**src/rtl/core/egb_pkg.sv**
```systemverilog
package egb_pkg;

   // Field widths of the channels
   localparam int ACTION_W   = 2;
   localparam int XY_W       = 24;
   localparam int Z_W        = 20;
   localparam int COLOR_W    = 8;
   localparam int CELL_IDX_W = 8;
   localparam int STATUS_W   = 3;
   localparam int COUNT_O_W  = 16;
   localparam int VAR_W      = 39;
   localparam int SCALE_W    = 24;
   localparam int USED_W     = 9;
   localparam int CSR_ADDR_W = 3;
   localparam int CSR_DATA_W = 24;
   localparam int FRAC_W     = 16;

   // Actions
   localparam logic [ACTION_W-1:0] ACT_CLEAR   = 2'd0;
   localparam logic [ACTION_W-1:0] ACT_ADD     = 2'd1;
   localparam logic [ACTION_W-1:0] ACT_READ    = 2'd2;
   localparam logic [ACTION_W-1:0] ACT_UNKNOWN = 2'd3;

   // Result status codes
   localparam logic [STATUS_W-1:0] RSP_ADDED   = 3'd0;
   localparam logic [STATUS_W-1:0] RSP_OUTSIDE = 3'd1;
   localparam logic [STATUS_W-1:0] RSP_FULL    = 3'd2;
   localparam logic [STATUS_W-1:0] RSP_CLEARED = 3'd3;
   localparam logic [STATUS_W-1:0] RSP_READ    = 3'd4;

   // Register indexes
   localparam logic [CSR_ADDR_W-1:0] REG_X_ORIGIN   = 3'd0;
   localparam logic [CSR_ADDR_W-1:0] REG_Y_ORIGIN   = 3'd1;
   localparam logic [CSR_ADDR_W-1:0] REG_CELL_SCALE = 3'd2;
   localparam logic [CSR_ADDR_W-1:0] REG_ROWS_USED  = 3'd3;
   localparam logic [CSR_ADDR_W-1:0] REG_COLS_USED  = 3'd4;

   // Serial arithmetic operations of a cell read, in issue order
   typedef enum logic [2:0] {
      OP_NSQ   = 3'd0,  // count * square sum
      OP_S1SQ  = 3'd1,  // |height sum| squared
      OP_NN    = 3'd2,  // count squared
      OP_VAR   = 3'd3,  // variance divide
      OP_MEAN  = 3'd4,  // mean height divide
      OP_RED   = 3'd5,
      OP_GREEN = 3'd6,
      OP_BLUE  = 3'd7
   } op_type;

   typedef struct packed {
      logic [ACTION_W-1:0]         action;
      logic signed [XY_W-1:0]      point_x;
      logic signed [XY_W-1:0]      point_y;
      logic signed [Z_W-1:0]       point_z;
      logic [COLOR_W-1:0]          point_red;
      logic [COLOR_W-1:0]          point_green;
      logic [COLOR_W-1:0]          point_blue;
      logic [CELL_IDX_W-1:0]       cell_row;
      logic [CELL_IDX_W-1:0]       cell_col;
   } req_payload_type;

   typedef struct packed {
      logic [STATUS_W-1:0]   status;
      logic                  cell_empty;
      logic [COUNT_O_W-1:0]  cell_points;
      logic signed [Z_W-1:0] height_min;
      logic signed [Z_W-1:0] height_max;
      logic signed [Z_W-1:0] height_mean;
      logic [VAR_W-1:0]      height_variance;
      logic [COLOR_W-1:0]    mean_red;
      logic [COLOR_W-1:0]    mean_green;
      logic [COLOR_W-1:0]    mean_blue;
   } rsp_payload_type;

   // Controller to datapath
   typedef struct packed {
      logic                load;
      logic                clr_step;
      logic                index_mul;
      logic                index_calc;
      logic                mem_rd;
      logic                upd_we;
      logic                cell_we;
      logic                set_empty;
      logic                status_we;
      logic [STATUS_W-1:0] status;
      op_type              op;
      logic                op_load;
      logic                op_step;
      logic                op_store;
   } dp_cmd_type;

   // Datapath to controller
   typedef struct packed {
      logic clr_last;
      logic outside;
      logic full;
      logic empty;
   } dp_sts_type;

endpackage

```
**src/rtl/core/egb_ctrl.sv**
```systemverilog
module egb_ctrl #(
   parameter int MUL_STEPS = 36,
   parameter int DIV_STEPS = 72
) (
   input  logic                         clock,
   input  logic                         reset,
   input  logic                         req_valid,
   input  logic [egb_pkg::ACTION_W-1:0] req_action,
   output logic                         req_ready,
   output logic                         rsp_valid,
   input  logic                         rsp_ready,
   input  egb_pkg::dp_sts_type          sts,
   output egb_pkg::dp_cmd_type          cmd
);

   localparam int MAX_STEPS = (MUL_STEPS > DIV_STEPS) ? MUL_STEPS : DIV_STEPS;
   localparam int STEP_W    = $clog2(MAX_STEPS + 1);

   typedef enum logic [11:0] {
      S_INIT   = 12'b000000000001,
      S_IDLE   = 12'b000000000010,
      S_CLEAR  = 12'b000000000100,
      S_MUL    = 12'b000000001000,
      S_INDEX  = 12'b000000010000,
      S_FETCH  = 12'b000000100000,
      S_UPDATE = 12'b000001000000,
      S_CHECK  = 12'b000010000000,
      S_LOAD   = 12'b000100000000,
      S_STEP   = 12'b001000000000,
      S_STORE  = 12'b010000000000,
      S_RESP   = 12'b100000000000
   } state_type;

   state_type              state_ff, state_in;
   egb_pkg::op_type        op_ff, op_in;
   logic [STEP_W-1:0]      cnt_ff, cnt_in;
   logic                   read_ff, read_in;
   logic                   accept;
   logic                   op_mul;

   assign req_ready = (state_ff == S_IDLE);
   assign rsp_valid = (state_ff == S_RESP);
   assign accept    = req_valid && req_ready;
   assign op_mul    = (op_ff == egb_pkg::OP_NSQ) || (op_ff == egb_pkg::OP_S1SQ) ||
                      (op_ff == egb_pkg::OP_NN);

   // sequence the item
   always_comb begin
      cmd      = '0;
      cmd.op   = op_ff;
      state_in = state_ff;
      op_in    = op_ff;
      cnt_in   = cnt_ff;
      read_in  = read_ff;
      unique case (state_ff)
         S_INIT: begin
            cmd.clr_step = 1'b1;
            if (sts.clr_last) begin
               state_in = S_IDLE;
            end
         end
         S_IDLE: begin
            if (accept) begin
               cmd.load = 1'b1;
               read_in  = (req_action == egb_pkg::ACT_READ);
               case (req_action)
                  egb_pkg::ACT_CLEAR: state_in = S_CLEAR;
                  egb_pkg::ACT_ADD:   state_in = S_MUL;
                  egb_pkg::ACT_READ:  state_in = S_INDEX;
                  default:            state_in = S_IDLE;
               endcase
            end
         end
         S_CLEAR: begin
            cmd.clr_step = 1'b1;
            if (sts.clr_last) begin
               cmd.status_we = 1'b1;
               cmd.status    = egb_pkg::RSP_CLEARED;
               state_in      = S_RESP;
            end
         end
         S_MUL: begin
            cmd.index_mul = 1'b1;
            state_in      = S_INDEX;
         end
         S_INDEX: begin
            cmd.index_calc = 1'b1;
            state_in       = S_FETCH;
         end
         S_FETCH: begin
            if (sts.outside) begin
               cmd.status_we = 1'b1;
               cmd.status    = egb_pkg::RSP_OUTSIDE;
               state_in      = S_RESP;
            end else begin
               cmd.mem_rd = 1'b1;
               state_in   = read_ff ? S_CHECK : S_UPDATE;
            end
         end
         S_UPDATE: begin
            cmd.status_we = 1'b1;
            if (sts.full) begin
               cmd.status = egb_pkg::RSP_FULL;
            end else begin
               cmd.upd_we = 1'b1;
               cmd.status = egb_pkg::RSP_ADDED;
            end
            state_in = S_RESP;
         end
         S_CHECK: begin
            cmd.status_we = 1'b1;
            cmd.status    = egb_pkg::RSP_READ;
            if (sts.empty) begin
               cmd.set_empty = 1'b1;
               state_in      = S_RESP;
            end else begin
               cmd.cell_we = 1'b1;
               op_in       = egb_pkg::OP_NSQ;
               state_in    = S_LOAD;
            end
         end
         S_LOAD: begin
            cmd.op_load = 1'b1;
            cnt_in      = op_mul ? STEP_W'(MUL_STEPS) : STEP_W'(DIV_STEPS);
            state_in    = S_STEP;
         end
         S_STEP: begin
            cmd.op_step = 1'b1;
            cnt_in      = cnt_ff - STEP_W'(1);
            if (cnt_ff == STEP_W'(1)) begin
               state_in = S_STORE;
            end
         end
         S_STORE: begin
            cmd.op_store = 1'b1;
            if (op_ff == egb_pkg::OP_BLUE) begin
               state_in = S_RESP;
            end else begin
               op_in    = egb_pkg::op_type'(op_ff + 3'd1);
               state_in = S_LOAD;
            end
         end
         S_RESP: begin
            if (rsp_ready) begin
               state_in = S_IDLE;
            end
         end
         default: state_in = S_INIT;
      endcase
   end

   always_ff @(posedge clock) begin
      if (reset) begin
         state_ff <= S_INIT;
         op_ff    <= egb_pkg::OP_NSQ;
         cnt_ff   <= '0;
         read_ff  <= 1'b0;
      end else begin
         state_ff <= state_in;
         op_ff    <= op_in;
         cnt_ff   <= cnt_in;
         read_ff  <= read_in;
      end
   end

   // never take a beat while a result is offered
   a_excl: assert property (@(posedge clock) disable iff (reset)
      rsp_valid |-> !req_ready)
      else $error("ready while result pending");

   // the step counter never runs out inside a step run
   a_steps: assert property (@(posedge clock) disable iff (reset)
      (state_ff == S_STEP) |-> (cnt_ff != '0))
      else $error("step counter underflow");

   // the last divide hands over to the result
   a_last_op: assert property (@(posedge clock) disable iff (reset)
      (state_ff == S_STORE && op_ff == egb_pkg::OP_BLUE) |=> (state_ff == S_RESP))
      else $error("read did not finish");

endmodule

```
**config.mk**
```make
export PLATFORM = sky130hd
export DESIGN_NAME = egb_ctrl
export DESIGN_NICKNAME = d
export VERILOG_FILES = /design/src/rtl/core/egb_pkg.sv /design/src/rtl/core/egb_ctrl.sv
export SDC_FILE = /design/constraint.sdc
export NUM_CORES = 1
export LEC_CHECK = 0
export ABC_CLOCK_PERIOD_IN_PS = 3300
export BUFFER_PORTS_ARGS = -buffer_cell sky130_fd_sc_hd__buf_2
export CAP_MARGIN = 15
export CELL_PAD_IN_SITES_DETAIL_PLACEMENT = 1
export CELL_PAD_IN_SITES_GLOBAL_PLACEMENT = 1
export CORE_MARGIN = 2
export CORE_UTILIZATION = 30
export CTS_CLUSTER_SIZE = 24
export DETAILED_ROUTE_END_ITERATION = 16
export HOLD_SLACK_MARGIN = 0.06
export PLACE_DENSITY = 0.66
export REMOVE_ABC_BUFFERS = 1
export SYNTH_ARGS = -nofsm -noshare
export SYNTH_HDL_FRONTEND = slang
export SYNTH_SLANG_ARGS = --single-unit
```
**constraint.sdc**
```tcl
create_clock -name clock -period 3.3 [get_ports clock]
set_clock_uncertainty 0.2 [all_clocks]
set_input_delay 0 -clock clock [delete_from_list [all_inputs] [get_ports clock]]
set_output_delay 0 -clock clock [all_outputs]
set_load 0.05 [all_outputs]
```
### After elaboration in Yosys (flattened, before gate mapping)

Cells that the tools add are included.

| storage, ports and cells | value |
|---|---|
| register bits after elaboration | 23 |
| bits of input ports | 10 |

| operators by class | value |
|---|---|
| add/subtract/negate cells | 2 |
| equal/unequal tests | 25 |
| mux-type cells | 35 |
| reduce and logical (&&, ||, !) cells | 11 |

Operators with widths:

| operator | number |
|---|---|
| one-hot mux 12 bit (12 select lines) | 1 |
| two-way mux 12 bit | 8 |
| one-hot mux 4 bit (4 select lines) | 1 |
| one-hot mux 5 bit (3 select lines) | 1 |
| two-way mux 1 bit | 14 |
| one-hot mux 7 bit (2 select lines) | 1 |
| == test 12 x 1 -> 1 bit, second input constant | 1 |
| == test 12 x 10 -> 1 bit, second input constant | 1 |
| == test 12 x 11 -> 1 bit, second input constant | 1 |
| == test 12 bit, second input constant | 1 |
| == test 12 x 2 -> 1 bit, second input constant | 1 |
| == test 12 x 3 -> 1 bit, second input constant | 1 |
| == test 12 x 4 -> 1 bit, second input constant | 1 |
| == test 12 x 5 -> 1 bit, second input constant | 1 |
| == test 12 x 6 -> 1 bit, second input constant | 1 |
| == test 12 x 7 -> 1 bit, second input constant | 1 |
| == test 12 x 8 -> 1 bit, second input constant | 1 |
| == test 12 x 9 -> 1 bit, second input constant | 1 |
| != test 2 bit, second input constant | 5 |
| two-way mux 4 bit | 2 |
| two-way mux 8 bit | 1 |
| == test 7 x 1 -> 1 bit, second input constant | 1 |
| two-way mux 7 bit | 1 |
| subtractor 7 x 1 -> 7 bit, second input constant | 1 |
| other kinds (19) | 24 |

### Depth between registers and ports, before layout

| depth | value |
|---|---|
| word-level depth | 5 |
| mapped depth | 7 |
| depth with buffers taken out | 6 |

### Least setup slack after synthesis

Ideal clock, no wire load.

| timing path | value |
|---|---|
| path kind | reg2out |
| start | register state_ff[8] |
| end | output port cmd[9] (netlist bit) |
| data arrival time | 3.224 ns |
| data required time | 3.100 ns |
| slack | -0.124 ns |
| cell stages (with the launch flop) | 5 |
| path buffers | 1 |
| cell sequence | dfxtp_1 -> or4_1 -> buf_2 -> or2_2 -> o311ai_0 |

RTL lines:

| item | RTL line | source |
|---|---|---|
| start, declared | egb_ctrl.sv:34 | `state_type state_ff, state_in;` |
| start signal, assigned | egb_ctrl.sv:159 | `state_ff <= state_in;` |
| end, declared | egb_ctrl.sv:13 | `output egb_pkg::dp_cmd_type cmd` |

### Final worst setup path

| timing path | value |
|---|---|
| start | register state_ff[2] |
| end | register state_ff[11] |

| between the ends | value |
|---|---|
| word-level cells in the longest chain between the ends | 4 |

RTL lines:

| item | RTL line | source |
|---|---|---|
| == test 12 x 2 -> 1 bit | egb_ctrl.sv:41, egb_ctrl.sv:55 |  |
| logical AND 1 bit | egb_ctrl.sv:43 | `assign accept = req_valid && req_ready;` |
| != test 2 x 1 -> 1 bit (no line) | - |  |
| AND reduction 5 bit (no line) | - |  |

Several ways; a longest one is shown, not always the timed one.
A chain may end at the register's enable or synchronous reset.

==> run summary <==
Status -> finished, final reports clean
Commonest non-fill, non-tap cell in the layout -> buf_2
CP startpoint kind -> register
CTS Sinks -> 23
Area post-placement -> 1760 um^2
Power density cells -> 362 nW/um^2
Internal power -> 0.452 mW
Post-CTS sizing -> 0
Synth Cell Area -> 1590 um^2
Residual DRC count -> 0
RSZ-0062 raised after global routing -> false
Comb pwr share -> 29.0%
Rows -> 26
Switching Fraction -> 35.1%
Switching pwr -> 0.245 mW
Hold wc startpoint -> sts[1]
Worst-Skew Late Latency -> 0.27 ns
Fin. max-slew vios -> 0
Main synth FF type -> dfxtp_1
Design area -> 1930 um^2
Leakage Power -> 0.791 nW
Seq cells post-synth -> 23
Critical path peak fanout -> 10
TritonCTS clock tree -> yes
Count of cell types in the netlist -> 49
DP HPWL -> 3110 um
Min-delay worst type -> primary input to output pin
All-Layer GR Usage -> 15.4%
Initial antenna violation count -> 0
Core Footprint -> 5110 um^2
Vias per cell -> 5.13
Peak VDD IR -> 0.136 mV
Final Setup Violations -> 0
Fin util -> 37.7%
EDFF count, synth -> 0
Hold_buf cts -> 12
I/O pins -> 30
Synthesized area per cell -> 8.57 um^2
Nets@finish -> 240
Clk pin slew, worst setup/hold paths -> 0.09 ns
Warnings, synthesis -> 0
Most frequent cells in the layout -> 29 x buf_2, 23 x dfxtp_1, 15 x nor2_1
H-tree depth -> 1
Fill cells -> 635
CP Capture Type -> register
Num CTS Buffers -> 3
Transition time at the pin with the least slew margin -> 0.807 ns
Reg2reg start -> state_ff[2]
DR vias -> 1497
Part of the power in registers -> 44.5%
Die Span X -> 76.7 um
Register area share after synthesis -> 29.0%
# Max-Cap Violations -> 0
Post-detailed-route count of antenna-violating nets -> 0
Vias in the first global route -> 1461
Share of layout cells above drive strength 1 -> 23.0%
Setup Buffers After CTS -> 0
Tcrit/Tclk final -> 93.4%
Total gr overflow -> 0
Data arrival, critical path -> 3.10 ns
Router iterations before antenna repair -> 4
Iter 0 DRT Violations -> 30
Setup crit start -> state_ff[2]
Critical path type -> register to register
Maximum clock frequency -> 324 MHz
GPL Wtd Cong -> 0.850
Slew headroom -> 45.7%
Final hold violation count -> 0
DIE AREA -> 5880 um^2
Area Growth Syn to Fin -> 21.5%
IO buf count -> 29
Initial Utilization -> 31.0%
WL final -> 4270 um
Routed len/inst -> 14.6 um
Tmin final -> 3.08 ns
Largest net degree at the start of global routing -> 17
Antenna diode count -> 0
First-pass GRT wire length -> 7270 um
Vert. Die Dim -> 76.7 um
CP Data Required Time -> 3.32 ns
Power share of the clock group -> 26.5%
CTS Root Cell -> clkbuf_8
Clock tree buffer depth -> 2
Synth async-reset ratio -> 0%
Post-synthesis cell count -> 185
stage by stage:
| stage | std cells | worst slack, ns | power (mW) | setup TNS, ns | hold WS, ns |
|---|---|---|---|---|---|
| 6_report | 292 | 0.218 | 0.697 | 0 | 0.119 |
| 5_1_grt | 292 | 0.0325 | 0.735 | 0 | 0.143 |
| 4_1_cts | 292 | 0.247 | 0.703 | 0 | 0.120 |
| 3_5_place_dp | 276 | 0.765 | 0.511 | 0 | 0.0132 |
| 3_3_place_gp | 276 | 0.787 | 0.510 | 0 | 0.0106 |
| 2_1_floorplan | 177 | -0.214 | 0.460 | -0.214 | -0.131 |
cells in the mapped netlist, drive strengths merged (5+ instances only):
library cell	instances	area (um^2)
ha	7	87.6
buf	5	46.3
dfxtp	23	460
o21ai	7	35.0
a21oi	11	55.1
nor2b	5	31.3
nand2b	5	31.3
nand3	6	30.0
nor4	12	135
nand2	10	37.5
nor2	15	56.3
or4	6	52.6
inv	10	37.5
or2	5	31.3
nor3	7	35.0
or3	5	36.3
power by group through the flow:
stage,Combinational [mW],Clock [mW],Sequential [mW]
5_1_grt,0.219,0.203,0.312
4_1_cts,0.203,0.191,0.309
3_3_place_gp,0.193,0,0.317
6_report,0.202,0.185,0.310
2_1_floorplan,0.152,0,0.308
3_5_place_dp,0.195,0,0.316
sequential cells by signal, indices dropped and copies added (netlist names):
| name | cells |
|---|---|
| op_ff | 3 |
| read_ff | 1 |
| cnt_ff | 7 |
| state_ff | 12 |
worst paths after layout:
check / endpoint / slack (ns) / depth (start not counted)
setup / recovery: state_ff[11] / 0.22 / 6
setup reg to reg: state_ff[11] / 0.22 / 6
hold reg to reg: cnt_ff[6] / 0.30 / 2
hold / removal: cmd[12] / 0.12 / 3
worst max-delay path: stages (launching register included):
cell,delay (ns)
dfxtp_1,0.45
nor4_1,0.53
nand2_1,0.20
or4_1,0.58
a41o_1,0.29
a211oi_2,0.21
dlygate4sd3_1,0.57
kinds of logic (layout without fill, tap and decap cells):
kind of cell             after synthesis  after routing  share of synthesized area, %
AO/OA/AOI/OAI                         37             37                          16.6
XOR/XNOR                               5              5                          2.76
adder cells (fa/ha/maj)                7              7                          5.52
buffers and inverters                 18             55                          6.00
flip-flops                            23             23                          29.0
multiplexers                           2              2                          1.34
AND/OR/NAND/NOR                       93             93                          38.8
area by class of cell:
cell class / count / area [um^2] / share of cell area (%)
Inverter: 10 / 37.5 / 1.95
Sequential cell: 23 / 460 / 23.9
Multi-Input combinational cell: 144 / 1030 / 53.5
Tap cell: 70 / 87.6 / 4.55
Timing Repair Buffer: 41 / 265 / 13.8
Clock buffer: 4 / 45.0 / 2.34
layer usage:
layer / wire length (um) / global-route usage (%) / part of all wire (%)
met1: 2150 / 21.4 / 50
met2: 1960 / 24.3 / 46
met3: 114 / 2.12 / 2.7
met4: 42 / 5.45 / 0.98
met5: 0 / 0 / 0
(Power assumes the default switching activity.)
